`src/hdl/pdc_pkg.sv`:
```
package pdc_pkg;

  localparam int SAMPLE_COUNT_DEF = 5;
  localparam int SUM_W            = 12;
  localparam int RECIP_SHIFT      = 28;

  localparam logic [7:0] MARGIN_RST      = 8'd15;
  localparam logic [7:0] MAX_AVERAGE_RST = 8'd140;
  localparam logic [7:0] DEFAULT_THR_RST = 8'd180;
  localparam logic [7:0] SAT_MAX         = 8'd255;

  typedef enum logic [1:0] {
    CMD_DETECT  = 2'd0,
    CMD_CAL     = 2'd1,
    CMD_SET     = 2'd2,
    CMD_RESTART = 2'd3
  } cmd_t;

  typedef enum logic [1:0] {
    CFG_MARGIN      = 2'd0,
    CFG_MAX_AVERAGE = 2'd1,
    CFG_DEFAULT_THR = 2'd2
  } cfg_idx_t;

  typedef struct packed {
    logic [7:0] margin;
    logic [7:0] max_average;
    logic [7:0] default_threshold;
  } cfg_t;

  typedef struct packed {
    logic             report_valid;
    logic             far;
    logic             cal_done;
    logic [SUM_W-1:0] trimmed;
    logic [7:0]       threshold_now;
  } mid_t;

endpackage

```
`src/hdl/pdc_core.sv`:
```
module pdc_core #(
  parameter int SAMPLE_COUNT = pdc_pkg::SAMPLE_COUNT_DEF
) (
  input  logic                clk,
  input  logic                rst_n,
  input  logic                in_valid,
  output logic                in_ready,
  input  logic [1:0]          in_command,
  input  logic [7:0]          in_sample,
  input  logic signed [8:0]   in_offset_value,
  input  pdc_pkg::cfg_t       cfg,
  output logic                mid_valid,
  input  logic                mid_ready,
  output pdc_pkg::mid_t       mid
);

  localparam int CntW = $clog2(SAMPLE_COUNT);
  localparam logic [CntW-1:0] CntLast = CntW'(SAMPLE_COUNT - 1);

  // input register
  logic                 inp_vld_r, inp_vld_nxt;
  pdc_pkg::cmd_t        cmd_r;
  logic [7:0]           smp_r;
  logic signed [8:0]    off_r;

  // block state
  logic [7:0]                 thr_r, thr_nxt;
  logic [1:0]                 last_dist_r, last_dist_nxt;  // bit 1 valid, bit 0 far
  logic [pdc_pkg::SUM_W-1:0]  sum_r, sum_nxt;
  logic [7:0]                 min_r, min_nxt;
  logic [7:0]                 max_r, max_nxt;
  logic [CntW-1:0]            cnt_r, cnt_nxt;

  logic                 mid_vld_r, mid_vld_nxt;
  pdc_pkg::mid_t        mid_r, mid_nxt;

  logic                       mid_load;
  logic                       far_now;
  logic [pdc_pkg::SUM_W-1:0]  sum_add;
  logic [7:0]                 min_new;
  logic [7:0]                 max_new;
  logic [8:0]                 thr_sum;
  logic [7:0]                 thr_sat;

  assign mid_load  = inp_vld_r && (!mid_vld_r || mid_ready);
  assign in_ready  = !inp_vld_r || mid_load;
  assign mid_valid = mid_vld_r;
  assign mid       = mid_r;

  assign far_now = !(smp_r > thr_r);
  assign sum_add = sum_r + pdc_pkg::SUM_W'(smp_r);
  assign min_new = (smp_r < min_r) ? smp_r : min_r;
  assign max_new = (smp_r > max_r) ? smp_r : max_r;
  assign thr_sum = {1'b0, off_r[7:0]} + {1'b0, cfg.margin};
  assign thr_sat = thr_sum[8] ? pdc_pkg::SAT_MAX : thr_sum[7:0];

  always_comb begin
    inp_vld_nxt = inp_vld_r;
    if (mid_load) begin
      inp_vld_nxt = 1'b0;
    end
    if (in_valid && in_ready) begin
      inp_vld_nxt = 1'b1;
    end
  end

  always_comb begin
    mid_vld_nxt = mid_vld_r;
    if (mid_load) begin
      mid_vld_nxt = 1'b1;
    end else if (mid_ready) begin
      mid_vld_nxt = 1'b0;
    end
  end

  always_comb begin
    thr_nxt       = thr_r;
    last_dist_nxt = last_dist_r;
    sum_nxt       = sum_r;
    min_nxt       = min_r;
    max_nxt       = max_r;
    cnt_nxt       = cnt_r;
    mid_nxt       = '0;
    case (cmd_r)
      pdc_pkg::CMD_DETECT: begin
        mid_nxt.far          = far_now;
        mid_nxt.report_valid = (last_dist_r != {1'b1, far_now});
        last_dist_nxt        = {1'b1, far_now};
      end
      pdc_pkg::CMD_CAL: begin
        if (cnt_r == CntLast) begin
          mid_nxt.cal_done = 1'b1;
          mid_nxt.trimmed  = sum_add - pdc_pkg::SUM_W'(min_new) - pdc_pkg::SUM_W'(max_new);
          sum_nxt          = '0;
          min_nxt          = pdc_pkg::SAT_MAX;
          max_nxt          = '0;
          cnt_nxt          = '0;
        end else begin
          sum_nxt = sum_add;
          min_nxt = min_new;
          max_nxt = max_new;
          cnt_nxt = cnt_r + CntW'(1);
        end
      end
      pdc_pkg::CMD_SET: begin
        if (off_r[8]) begin
          thr_nxt = cfg.default_threshold;
        end else if (off_r[7:0] > cfg.max_average) begin
          thr_nxt = pdc_pkg::SAT_MAX;
        end else begin
          thr_nxt = thr_sat;
        end
      end
      pdc_pkg::CMD_RESTART: begin
        last_dist_nxt = '0;
        sum_nxt       = '0;
        min_nxt       = pdc_pkg::SAT_MAX;
        max_nxt       = '0;
        cnt_nxt       = '0;
      end
      default: begin
        last_dist_nxt = last_dist_r;
      end
    endcase
    mid_nxt.threshold_now = thr_nxt;
  end

  always_ff @(posedge clk) begin
    if (!rst_n) begin
      inp_vld_r   <= 1'b0;
      mid_vld_r   <= 1'b0;
      thr_r       <= pdc_pkg::DEFAULT_THR_RST;
      last_dist_r <= '0;
      sum_r       <= '0;
      min_r       <= pdc_pkg::SAT_MAX;
      max_r       <= '0;
      cnt_r       <= '0;
    end else begin
      inp_vld_r <= inp_vld_nxt;
      mid_vld_r <= mid_vld_nxt;
      if (mid_load) begin
        thr_r       <= thr_nxt;
        last_dist_r <= last_dist_nxt;
        sum_r       <= sum_nxt;
        min_r       <= min_nxt;
        max_r       <= max_nxt;
        cnt_r       <= cnt_nxt;
      end
    end
  end

  always_ff @(posedge clk) begin
    if (in_valid && in_ready) begin
      cmd_r <= pdc_pkg::cmd_t'(in_command);
      smp_r <= in_sample;
      off_r <= in_offset_value;
    end
    if (mid_load) begin
      mid_r <= mid_nxt;
    end
  end

`ifndef SYNTHESIS
  a_cnt_range: assert property (@(posedge clk) disable iff (!rst_n)
    cnt_r <= CntLast)
    else $error("calibration count past last sample");

  a_restart_clears: assert property (@(posedge clk) disable iff (!rst_n)
    mid_load && (cmd_r == pdc_pkg::CMD_RESTART) |=> (last_dist_r == 2'b00) && (cnt_r == '0))
    else $error("restart did not clear progress");

  a_cal_fields: assert property (@(posedge clk) disable iff (!rst_n)
    mid_vld_r && mid_r.cal_done |-> !mid_r.report_valid && !mid_r.far)
    else $error("calibration result carries detect fields");
`endif

endmodule

```
`src/hdl/pdc_div.sv`:
```
module pdc_div #(
  parameter int SAMPLE_COUNT = pdc_pkg::SAMPLE_COUNT_DEF
) (
  input  logic           clk,
  input  logic           rst_n,
  input  logic           mid_valid,
  output logic           mid_ready,
  input  pdc_pkg::mid_t  mid,
  input  logic [7:0]     max_average,
  output logic           out_valid,
  input  logic           out_ready,
  output logic           out_report_valid,
  output logic           out_far,
  output logic           out_cal_done,
  output logic [7:0]     out_cal_average,
  output logic           out_cal_over_max,
  output logic [7:0]     out_threshold_now
);

  localparam int Divisor = SAMPLE_COUNT - 2;
  localparam int RecipW  = pdc_pkg::RECIP_SHIFT + 1;
  localparam int ProdW   = pdc_pkg::SUM_W + RecipW;
  localparam int QuoW    = ProdW - pdc_pkg::RECIP_SHIFT;
  // ceil(2^shift / divisor): exact quotient for every trimmed sum
  localparam logic [RecipW-1:0] RecipM =
    RecipW'(((64'd1 << pdc_pkg::RECIP_SHIFT) + 64'(Divisor) - 64'd1) / 64'(Divisor));

  logic              out_vld_r, out_vld_nxt;
  logic              load;
  logic [ProdW-1:0]  prod;
  logic [QuoW-1:0]   quo;
  logic [7:0]        avg;

  assign mid_ready = !out_vld_r || out_ready;
  assign load      = mid_valid && mid_ready;
  assign out_valid = out_vld_r;

  assign prod = ProdW'(mid.trimmed) * ProdW'(RecipM);
  assign quo  = prod[ProdW-1:pdc_pkg::RECIP_SHIFT];
  assign avg  = (quo > QuoW'(pdc_pkg::SAT_MAX)) ? pdc_pkg::SAT_MAX : quo[7:0];

  always_comb begin
    out_vld_nxt = out_vld_r;
    if (load) begin
      out_vld_nxt = 1'b1;
    end else if (out_ready) begin
      out_vld_nxt = 1'b0;
    end
  end

  always_ff @(posedge clk) begin
    if (!rst_n) begin
      out_vld_r <= 1'b0;
    end else begin
      out_vld_r <= out_vld_nxt;
    end
  end

  always_ff @(posedge clk) begin
    if (load) begin
      out_report_valid  <= mid.report_valid;
      out_far           <= mid.far;
      out_cal_done      <= mid.cal_done;
      out_cal_average   <= mid.cal_done ? avg : 8'd0;
      out_cal_over_max  <= mid.cal_done && (avg > max_average);
      out_threshold_now <= mid.threshold_now;
    end
  end

`ifndef SYNTHESIS
  a_over_needs_done: assert property (@(posedge clk) disable iff (!rst_n)
    out_vld_r && out_cal_over_max |-> out_cal_done)
    else $error("over-maximum flag without finished calibration");
`endif

endmodule

```
`src/hdl/proximity_detect_calibrate_top.sv`:
```
// Proximity threshold detector with trimmed-mean calibration.
// Input channel (in_valid/in_ready): command, 8-bit sample, signed 9-bit
// offset_value. Every transaction gives exactly one result transaction on
// out_valid/out_ready: detect report and far flag, calibration done with
// trimmed mean and over-maximum flag, and the threshold in force after it.
// Config channel (cfg_valid/cfg_ready/cfg_index/cfg_data) writes margin (0),
// max_average (1) and default_threshold (2); other indexes are dropped.
// cfg_ready is always high; write only while no transaction is in flight.
// Data passes the input register, the state update stage and the
// reciprocal-multiply divide stage feeding the result register.
// Throughput: one transaction per cycle while out_ready is high; every stage
// refills in the cycle it drains.
// When out_ready is low, the result register holds, the stages behind it
// fill up and in_ready drops once all three are occupied.
// Reset (rst_n low, synchronous): threshold 180, registers to 15/140/180,
// no previous distance, calibration progress cleared, pipeline empty.
module proximity_detect_calibrate_top #(
  parameter int SAMPLE_COUNT = pdc_pkg::SAMPLE_COUNT_DEF
) (
  input  logic               clk,
  input  logic               rst_n,
  input  logic               in_valid,
  output logic               in_ready,
  input  logic [1:0]         in_command,
  input  logic [7:0]         in_sample,
  input  logic signed [8:0]  in_offset_value,
  output logic               out_valid,
  input  logic               out_ready,
  output logic               out_report_valid,
  output logic               out_far,
  output logic               out_cal_done,
  output logic [7:0]         out_cal_average,
  output logic               out_cal_over_max,
  output logic [7:0]         out_threshold_now,
  input  logic               cfg_valid,
  output logic               cfg_ready,
  input  logic [1:0]         cfg_index,
  input  logic [7:0]         cfg_data
);

  pdc_pkg::cfg_t  cfg_r, cfg_nxt;
  logic           mid_valid;
  logic           mid_ready;
  pdc_pkg::mid_t  mid;

  assign cfg_ready = 1'b1;

  always_comb begin
    cfg_nxt = cfg_r;
    if (cfg_valid) begin
      case (pdc_pkg::cfg_idx_t'(cfg_index))
        pdc_pkg::CFG_MARGIN:      cfg_nxt.margin            = cfg_data;
        pdc_pkg::CFG_MAX_AVERAGE: cfg_nxt.max_average       = cfg_data;
        pdc_pkg::CFG_DEFAULT_THR: cfg_nxt.default_threshold = cfg_data;
        default:                  cfg_nxt = cfg_r;
      endcase
    end
  end

  always_ff @(posedge clk) begin
    if (!rst_n) begin
      cfg_r.margin            <= pdc_pkg::MARGIN_RST;
      cfg_r.max_average       <= pdc_pkg::MAX_AVERAGE_RST;
      cfg_r.default_threshold <= pdc_pkg::DEFAULT_THR_RST;
    end else begin
      cfg_r <= cfg_nxt;
    end
  end

  pdc_core #(
    .SAMPLE_COUNT(SAMPLE_COUNT)
  ) u_core (
    .clk             (clk),
    .rst_n           (rst_n),
    .in_valid        (in_valid),
    .in_ready        (in_ready),
    .in_command      (in_command),
    .in_sample       (in_sample),
    .in_offset_value (in_offset_value),
    .cfg             (cfg_r),
    .mid_valid       (mid_valid),
    .mid_ready       (mid_ready),
    .mid             (mid)
  );

  pdc_div #(
    .SAMPLE_COUNT(SAMPLE_COUNT)
  ) u_div (
    .clk               (clk),
    .rst_n             (rst_n),
    .mid_valid         (mid_valid),
    .mid_ready         (mid_ready),
    .mid               (mid),
    .max_average       (cfg_r.max_average),
    .out_valid         (out_valid),
    .out_ready         (out_ready),
    .out_report_valid  (out_report_valid),
    .out_far           (out_far),
    .out_cal_done      (out_cal_done),
    .out_cal_average   (out_cal_average),
    .out_cal_over_max  (out_cal_over_max),
    .out_threshold_now (out_threshold_now)
  );

endmodule

```
`config.mk`:
```
export PLATFORM = sky130hd
export DESIGN_NAME = proximity_detect_calibrate_top
export DESIGN_NICKNAME = d
export VERILOG_FILES = /design/src/hdl/pdc_pkg.sv /design/src/hdl/pdc_core.sv /design/src/hdl/pdc_div.sv /design/src/hdl/proximity_detect_calibrate_top.sv
export SDC_FILE = /design/constraint.sdc
export NUM_CORES = 1
export LEC_CHECK = 0
export CAP_MARGIN = 40
export CORE_MARGIN = 2
export CORE_UTILIZATION = 48
export DETAILED_ROUTE_END_ITERATION = 12
export DONT_BUFFER_PORTS = 1
export GPL_TIMING_DRIVEN = 0
export HOLD_SLACK_MARGIN = 0.12
export PLACE_DENSITY = 0.62
export SYNTH_ARGS = -nofsm -noshare
export SYNTH_HDL_FRONTEND = slang
export SYNTH_HIERARCHICAL = 1
export SYNTH_SLANG_ARGS = --single-unit
```
`constraint.sdc`:
```
create_clock -name clk -period 15.2 [get_ports clk]
set_clock_uncertainty 0.05 [all_clocks]
set_input_delay 1.52 -clock clk [delete_from_list [all_inputs] [get_ports clk]]
set_output_delay 1.52 -clock clk [all_outputs]
set_load 0.1 [all_outputs]
```
==> results of run 1 <==
[worst max-delay path, stage by stage, from the launching register on]
cell and delay [ps]:
edfxtp_1 460, ha_1 330, inv_1 80, fa_1 480, inv_1 90, fa_1 590, fa_1 620, inv_1 60
fa_1 470, inv_1 40, ha_1 340, nand2_2 120, or3_1 400, o41a_1 540, a21oi_2 250, nor4_1 120
nor4_2 540, buf_4 260, nand3_1 110, ha_1 310, nor2b_1 130, o21ai_0 150, nand2b_1 80, a21oi_1 140
o21ai_0 100, o211a_1 130
[registers in the layout, summed over array words and instances (netlist names), 3 cells and up]
name                     flops
cfg_r                       24
u_core/mid                  23
u_core/sum_r                12
u_core/off_r                 9
u_core/max_r                 8
u_core/min_r                 8
u_core/smp_r                 8
u_core/thr_r                 8
u_div/out_cal_average        8
u_div/out_threshold_now      8
u_core/cnt_r                 3
[logic make-up after synthesis]
family	share of synthesized area [%]
fa+ha+maj	27.9
compound gates	15.8
simple gates	12.9
buf+inv	7.09
mux	3.88
other cells	0.0355
xor+xnor	1.91
flops	30.5
[area by class of cell]
class,count,area (µm²),share of cell area (%)
Multi-Input combinational cell,765,6590,55.8
Sequential cell,130,3220,27.3
Inverter,169,634,5.37
Clock buffer,18,429,3.63
Tap cell,280,350,2.96
Timing Repair Buffer,15,338,2.86
Clock inverter,14,140,1.19
Buffer,25,115,0.974
[routing by layer]
metal	vias to the layer above	routed length [µm]	track usage [%]
li1	3954	-	-
met1	3678	12000	30.7
met2	140	10800	32.8
met3	29	664	2.13
met4	0	453	6.32
met5	-	0	0
[power by group through the flow]
stage	Clock (mW)	Combinational, mW	Sequential, mW
floorplan	0	0.386	0.414
global placement	0	0.487	0.421
detailed placement	0	0.509	0.413
CTS	0.398	0.515	0.406
global route	0.412	0.584	0.407
finish	0.390	0.517	0.406
[final timing paths]
kind	from	to	slack, ps	cells after the start
worst min-delay path	u_core/mid[22]$_SDFFCE_PP0P_	u_div/out_report_valid$_DFFE_PP_	370	0
worst max-delay path	u_core/mid[16]$_SDFFCE_PN0P_	u_div/out_cal_over_max$_DFFE_PP_	7980	25
worst max register to register	u_core/mid[16]$_SDFFCE_PN0P_	u_div/out_cal_over_max$_DFFE_PP_	7980	25
worst min register to register	u_core/mid[22]$_SDFFCE_PP0P_	u_div/out_report_valid$_DFFE_PP_	370	0
[placed cells by master, fill, tap and decap left out, types with 4 or more instances in the layout]
cell,netlist,final
inv_1,168,168
ha_1,144,144
nand2_1,71,71
dfxtp_1,68,68
edfxtp_1,62,62
fa_1,57,57
a21oi_1,48,48
nor2_1,45,45
o21ai_0,43,43
nand3_1,33,33
mux2i_1,23,23
nor2b_1,19,19
clkbuf_1,17,18
o211ai_1,18,18
clkbuf_16,0,18
nand4_1,17,17
nor3_1,16,16
xnor2_1,16,16
a21o_1,16,16
mux2_2,16,16
o21a_1,13,13
nand2b_1,10,10
a211oi_1,10,10
or3_1,10,10
a32o_1,10,10
a31oi_1,10,10
a211o_1,9,9
buf_16,0,9
xor2_1,7,7
nor3b_1,6,6
and2_1,6,6
and3_1,6,6
clkinvlp_4,0,5
a2111oi_0,5,5
o22ai_1,4,4
o31ai_1,4,4
buf_8,0,4
[through the flow]
| stage | utilization (%) | instance area, µm² | setup slack, ps | total power, mW |
|---|---|---|---|---|
| finish | 54.5 | 11800 | 7980 | 1.31 |
| global route | 54.5 | 11800 | 7490 | 1.40 |
| CTS | 54.4 | 11800 | 7990 | 1.32 |
| detailed placement | 51.8 | 11200 | 7990 | 0.922 |
| global placement | 50.3 | 10900 | 8080 | 0.908 |
| floorplan | - | 10600 | 8680 | 0.800 |
==> results.tsv, run 1 <==
metric	value	unit
Gate power share	39.4	%
Seq pwr share	30.9	%
first-pass GRT wire length	39400	µm
internal power	0.832	mW
GP Congestion	0.837	
final setup vio count	0	
Mapped Nets	1324	
Mapped Cells	1089	
clock sink count	130	
Synth cell types	85	
Initial Util	48.7	%
Final nets	1358	
antenna cells	0	
share of the synthesized area in the top cell type	17.6	%
gr usage total	20.9	%
Root Driver	clkbuf_16	
most frequent cell after synthesis	inv_1	
clk slew on worst S/H paths	60	ps
Worst VDD drop	0.0986	mV
DIE WIDTH	152	µm
Num CTS Buffers	17	
Synth Warn #	6	
Critical Path AT	7340	ps
slew margin rel.	38.8	%
Worst Tran Pin Value	918	ps
post-CTS sizing	0	
Area Growth Syn to Fin	11.9	%
number of global-route vias before repair	7600	
synthesis-stage register bit count	130	
final WL	23900	µm
area leader, netlist	edfxtp_1	
final setup TNS	0	ps
Buffers on Ports	0	
Power Dens Cells	111	mW/mm²
max-slew violation count	0	
sequential fraction of the synthesis area	30.5	%
CTS Buffer Depth	2	
period utilisation layout	47.5	%
FP Rows	54	
clk_lat worst skew	420	ps
clock power share	29.7	%
DRT Pass-1 Iters	5	
worst-path maximum fanout	10	
unrepaired setup endpoints after global routing	false	
non-filler cells, final	1416	
status	completed	
wire per inst	16.9	µm
Post CTS Setup Buffer Count	0	
CTS H-Tree Depth	4	
Initial DRC Count	502	
HPWL Detailed	19200	µm
ranking of synthesized cells by area	edfxtp_1 (18%), ha_1 (17%), dfxtp_1 (13%)	
Via Count	7801	
residual DRC count	0	
synthesized area	0.0106	mm²
die area	0.0232	mm²
CTS tree	done	
Net Sw Power	0.481	mW
min Tclk post-route	7220	ps
EDFF count, synth	62	
Avg Inst Size Synth	9.70	µm²
io pins	57	
Pleak	5.24	nW
WP data required	15320	ps
number of fill cells	1914	
layout cells sized above 1	7.83	%
Worst Hold Slack	366	ps
placed instance count	1383	
Post-CTS Hold Buffers	0	
Setup crit end kind	flip-flop	
total congestion overflow	0	
Max Clk Rate	139	MHz
Synth Flop Type	dfxtp_1	
vias per cell	5.51	
startpoint types	flip-flop	
final hold vios	0	
worst setup path class	reg -> reg	
sw frac	36.6	%
initial antenna violation count	0	
ANT nets after route	0	
core footprint	0.0217	mm²
max cap viols	0	
commonest cells in the netlist	inv_1 (168), ha_1 (144), nand2_1 (71)	
largest net degree at the start of global routing	30	
Async S/R FF share, synth	0	%
Hold/Removal Path Class	reg -> reg	
chip height	152	µm
No activity file was read; power rests on OpenSTA's default activity.
==> run 2, diff against run 1 <==
Settings changed: ABC_AREA from default to 1, PLACE_DENSITY 0.62 to 0.64.
Clock period 15.2 ns to 6.2 ns, I/O delays scaled along.
==> results.tsv, run 2 <==
metric	value	unit	change
CTS Buffer Depth	2		unchanged
most frequent cells in the layout	nand2_1 (352), inv_1 (279), ha_1 (141)		
Critical Path AT	5920	ps	-1420 ps
clk_lat worst skew	420	ps	about the same
final hold vios	0		unchanged
Synth Flop Type	dfxtp_1		
initial antenna violation count	0		unchanged
worst setup path start	u_core/mid[16]$_SDFFCE_PN0P_		
Net Sw Power	1.49	mW	+210%
synthesis-stage register bit count	130		unchanged
fin util	54.4	%	-0.15 points
Tot Pwr	3.72	mW	+180%
DIE WIDTH	156	µm	+2.2%
final setup vio count	0		unchanged
unrepaired setup endpoints after global routing	false		
final setup TNS	0	ps	unchanged
core footprint	0.0226	mm²	+4.4%
sequential fraction of the synthesis area	29.2	%	-1.3 points
die area	0.0242	mm²	+4.4%
Hold/Removal Path Class	in -> reg		
HP Start	in_command[1]		
max-slew violation count	0		unchanged
Root Driver	clkbuf_16		
Synth cell types	51		-40%
area leader, netlist	edfxtp_1		
DRT Pass-1 Iters	6		+1
sw frac	40.1	%	+3.5 points
CP max stage delay	590	ps	-30 ps
Synth Warn #	6		unchanged
worst setup path class	reg -> reg		
ranking of synthesized cells by area	edfxtp_1 (17%), ha_1 (16%), dfxtp_1 (12%)		
Final nets	1694		+25%
max FFs per register	24		unchanged
final WL	24500	µm	+2.6%
leading cell type in the layout, fill and taps excluded	nand2_1		
worst-path maximum fanout	7		-3
Num CTS Buffers	17		unchanged
number of fill cells	2087		+9.0%
Initial DRC Count	489		-2.6%
Pleak	6.30	nW	+20%
r2r endpoint	u_div/out_cal_over_max$_DFFE_PP_		
startpoint types	flip-flop		
Avg Inst Size Synth	7.76	µm²	-20%
clock power share	29.1	%	-0.6 points
wire per inst	13.9	µm	-17%
EDFF count, synth	62		unchanged
share of the synthesized area in the top cell type	16.9	%	-0.76 points
Async S/R FF share, synth	0	%	unchanged
Buffers on Ports	0		unchanged
register-to-register setup slack	410	ps	-7570 ps
vias per cell	5.02		-8.8%
Initial Util	48.8	%	+0.068 points
Seq pwr share	27.2	%	-3.7 points
Worst VDD drop	0.190	mV	+93%
Via Count	8823		+13%
residual DRC count	0		unchanged
slowest CP cell	fa_1		
number of global-route vias before repair	8448		+11%
worst hold path stage count	0		unchanged
Worst Tran Pin Value	898	ps	-20.3 ps
layout cells sized above 1	8.29	%	+0.45 points
GP Congestion	0.893		+6.6%
Gate power share	43.6	%	+4.2 points
clk slew on worst S/H paths	60	ps	about the same
WP data required	6320	ps	-9000 ps
total congestion overflow	0		unchanged
Power Dens Cells	302	mW/mm²	+170%
Mapped Nets	1659		+25%
Max Clk Rate	173	MHz	+25%
most frequent cell after synthesis	nand2_1		
synthesized area	0.0110	mm²	+4.5%
Post-CTS Hold Buffers	0		unchanged
HPWL Detailed	19900	µm	+3.7%
first-pass GRT wire length	41100	µm	+4.3%
period utilisation layout	93.4	%	+46 points
largest net degree at the start of global routing	33		+10%
ANT nets after route	0		unchanged
gr usage total	21.2	%	+0.25 points
status	completed		
most flop-heavy register	cfg_r		
chip height	156	µm	+2.2%
FF-to-FF Start	u_core/mid[16]$_SDFFCE_PN0P_		
CTS H-Tree Depth	4		unchanged
crit-path most repeated cell	inv_1		
slew margin rel.	40.3	%	+1.5 points
CTS tree	done		
commonest cells in the netlist	nand2_1 (352), inv_1 (281), ha_1 (144)		
Mapped Cells	1424		+31%
post-route cell area	0.0123	mm²	+4.1%
FP Rows	55		+1.9%
number of cells on the worst reg-to-reg path	29		+16%
internal power	2.22	mW	+170%
min Tclk post-route	5790	ps	-1430 ps
max cap viols	0		unchanged
Setup crit end kind	flip-flop		
hold path endpoint	u_core/cmd_r[1]$_DFFE_PP_		
antenna cells	0		unchanged
clock sink count	130		unchanged
area of placed instances	0.0116	mm²	+3.0%
io pins	57		unchanged
Area Growth Syn to Fin	11.4	%	
[run 2: cell count changes in the layout (fill, tap and decap cells not counted), sizes merged, moves of 14 or more]
cell	previous run	this run
a21oi	50	102
inv	170	292
mux2	16	0
mux2i	23	0
nand2	72	369
nand3	33	89
nor2	45	105
nor2b	20	1
o211ai	18	1
xnor2	16	2
[run 2: critical path: cells and delay by family (launching register included)]
kind            cells  cell delay [ps]
compound gates      2              210
fa+ha+maj           7             3030
buf+inv             7              550
flops               1              440
simple gates       13             1290
[run 2: logic make-up (layout without fill, tap and decap cells)]
logic type               count (synthesis)  count (layout)  share of synthesized area (%)
other                                    1               1                         0.0340
XOR/XNOR                                12              12                          0.952
adder cells (fa/ha/maj)                201             201                           26.6
flip-flops                             130             130                           29.2
buffers and inverters                  310             358                           10.8
AND/OR/NAND/NOR                        613             613                           24.5
AO/OA/AOI/OAI                          157             157                           7.87
[run 2: how the worst max path moves through the flow]
stage                                                  end  slack [ps]  cells after the start
after floorplan           u_div/out_cal_over_max$_DFFE_PP_         670                     28
after global placement    u_div/out_cal_over_max$_DFFE_PP_         210                     28
after detailed placement  u_div/out_cal_over_max$_DFFE_PP_         170                     28
after CTS                 u_div/out_cal_over_max$_DFFE_PP_         170                     28
after global routing      u_div/out_cal_over_max$_DFFE_PP_          20                     27
final                     u_div/out_cal_over_max$_DFFE_PP_         410                     29
[run 2: layer usage]
metal | up-vias | global-route usage [%] | routed length (µm)
li1 | 4601 | - | -
met5 | - | 0 | 0
met3 | 21 | 2.64 | 783
met2 | 142 | 34.3 | 11100
met1 | 4059 | 29.8 | 12300
met4 | 0 | 6.12 | 281
[run 2: repair_timing]
action                                  in CTS  in global routing
endpoints found under the setup margin       0                  1
setup buffers                                0                  8
gates resized for setup                      0                  9
[run 2: stage by stage]
| stage | hold WS (ps) | setup WS (ps) | std cells |
|---|---|---|---|
| final | 242 | 408 | 1757 |
| after detailed placement | 361 | 173 | 1716 |
| after global routing | 229 | 16.4 | 1757 |
| after floorplan | 350 | 670 | 1424 |
| after CTS | 226 | 173 | 1748 |
| after global placement | 355 | 213 | 1709 |
[run 2: layout make-up]
| type | count | area (µm²) | share of cell area [%] |
|---|---|---|---|
| clock inverters | 14 | 199 | 1.62 |
| well taps | 285 | 357 | 2.90 |
| plain buffers | 22 | 113 | 0.915 |
| multi-input cells | 984 | 6670 | 54.2 |
| repair buffers | 16 | 240 | 1.95 |
| clock buffers | 18 | 429 | 3.49 |
| flip-flops and latches | 130 | 3220 | 26.2 |
| inverters | 288 | 1080 | 8.78 |
[run 2: power groups by stage]
stage,Clock [mW],Sequential (mW),Combinational [mW]
6_report,1.08,1.01,1.62
5_1_grt,1.13,1.02,1.88
4_1_cts,1.10,1.01,1.58
3_5_place_dp,0,1.03,1.57
3_3_place_gp,0,1.04,1.53
2_1_floorplan,0,1.02,1.23
==> run 3, diff against run 2 <==
Settings changed: CORE_MARGIN 2 to default, GPL_TIMING_DRIVEN 0 to 1.
==> results.tsv, run 3 (same netlist as run 2, synthesis figures left out) <==
metric	value	unit	change
status	completed		
CTS tree	done		
most flop-heavy register	cfg_r		
chip height	154	µm	-1.3%
Setup crit end kind	flip-flop		
wire per inst	13.9	µm	about the same
layout cells sized above 1	6.78	%	-1.5 points
number of global-route vias before repair	8297		-1.8%
max cap viols	0		unchanged
Buffers on Ports	0		unchanged
final setup vio count	0		unchanged
unrepaired setup endpoints after global routing	false		
Root Driver	clkbuf_16		
vias per cell	5.07		+0.99%
Worst VDD drop	0.180	mV	-5.1%
HPWL Detailed	19200	µm	-3.3%
max-slew violation count	0		unchanged
die area	0.0236	mm²	-2.6%
first-pass GRT wire length	40200	µm	-2.2%
CTS Buffer Depth	2		unchanged
antenna cells	0		unchanged
CTS H-Tree Depth	4		unchanged
worst setup path class	reg -> reg		
gr usage total	21.3	%	+0.091 points
clock sink count	130		unchanged
DRT Pass-1 Iters	5		-1
max FFs per register	24		unchanged
crit-path most repeated cell	inv_1		
startpoint types	flip-flop		
GP Congestion	0.887		-0.59%
most frequent cells in the layout	nand2_1 (352), inv_1 (281), ha_1 (144)		
slew margin rel.	40.2	%	about the same
Hold/Removal Path Class	in -> reg		
worst-path maximum fanout	8		+1
FP Rows	55		unchanged
Post-CTS Hold Buffers	0		unchanged
Via Count	8773		-0.57%
final WL	24100	µm	-1.6%
clk slew on worst S/H paths	60	ps	about the same
DIE WIDTH	154	µm	-1.3%
core footprint	0.0226	mm²	-0.30%
Power Dens Cells	300	mW/mm²	-0.76%
Max Clk Rate	172	MHz	-0.66%
non-filler cells, final	1730		-1.5%
WP data required	6330	ps	about the same
Pleak	6.18	nW	-1.8%
Initial DRC Count	395		-19%
final setup TNS	0	ps	unchanged
Critical Path AT	5960	ps	+40 ps
Worst Hold Slack	234	ps	-7.86 ps
largest net degree at the start of global routing	33		unchanged
min Tclk post-route	5830	ps	+38.3 ps
clk_lat worst skew	420	ps	about the same
residual DRC count	0		unchanged
Area Growth Syn to Fin	9.22	%	
ANT nets after route	0		unchanged
Num CTS Buffers	17		unchanged
Final nets	1667		-1.6%
io pins	57		unchanged
leading cell type in the layout, fill and taps excluded	nand2_1		
Worst Tran Pin Value	898	ps	+0.394 ps
CP max stage delay	610	ps	+20 ps
total congestion overflow	0		unchanged
slowest CP cell	fa_1		
number of fill cells	2126		+1.9%
initial antenna violation count	0		unchanged
period utilisation layout	94.0	%	+0.62 points
Initial Util	48.9	%	+0.15 points
placed instance count	1695		-1.2%
final hold vios	0		unchanged
==> run 3: layout make-up <==
cell class,count,area [µm²],share of cell area [%]
Clock buffer,23,483,4.00
Clock inverter,9,95.1,0.788
Inverter,288,1080,8.96
Timing Repair Buffer,11,190,1.58
Multi-Input combinational cell,984,6630,55.0
Tap cell,285,357,2.96
Sequential cell,130,3220,26.7
==> run 3: what timing repair did <==
item,4_1_cts,5_1_grt
resized for setup,0,1
buffers inserted,0,2
setup endpoints to repair,0,1
hold endpoints to repair,0,0
==> run 3: metal layers <==
| layer | GRT usage [%] | up-vias | routed length (µm) |
|---|---|---|---|
| li1 | - | 4563 | - |
| met1 | 29.2 | 3989 | 11800 |
| met2 | 34.2 | 191 | 10900 |
| met3 | 2.99 | 30 | 860 |
| met4 | 7.48 | 0 | 484 |
| met5 | 0 | - | 0 |
==> run 3: worst max-delay path, delay by kind of cell, from the launching register on <==
kind | cells | cell delay, ps
buf+inv | 5 | 430
compound gates | 2 | 360
simple gates | 14 | 1350
flops | 1 | 430
fa+ha+maj | 7 | 2960
==> run 3: path summary, 6_finish.rpt <==
kind | from | end | slack (ps) | depth (start not counted)
max reg2reg | u_core/mid[14]$_SDFFCE_PN0P_ | u_div/out_cal_over_max$_DFFE_PP_ | 370 | 28
max | u_core/mid[14]$_SDFFCE_PN0P_ | u_div/out_cal_over_max$_DFFE_PP_ | 370 | 28
min reg2reg | u_core/mid[2]$_DFFE_PP_ | u_div/out_threshold_now[2]$_DFFE_PP_ | 380 | 0
min | rst_n | cfg_r[16]$_SDFFE_PN1P_ | 230 | 1
==> run 3: stage by stage <==
stage / setup WS [ps] / util, % / cell area, µm² / power [mW]
after floorplan: 670 / - / 11000 / 2.25
after global placement: 409 / 50.1 / 11300 / 2.60
after detailed placement: 297 / 50.7 / 11400 / 2.62
after CTS: 293 / 53.3 / 12000 / 3.64
after global routing: 7.08 / 53.4 / 12100 / 3.90
final: 370 / 53.4 / 12100 / 3.61
==> run 3: power by group <==
group,total [mW],switching [mW],leakage (nW),internal (mW)
sequential,1.01,0.0627,1.14,0.946
combinational,1.61,1.04,4.75,0.573
clock,0.996,0.398,0.286,0.597
total,3.61,1.50,6.18,2.12
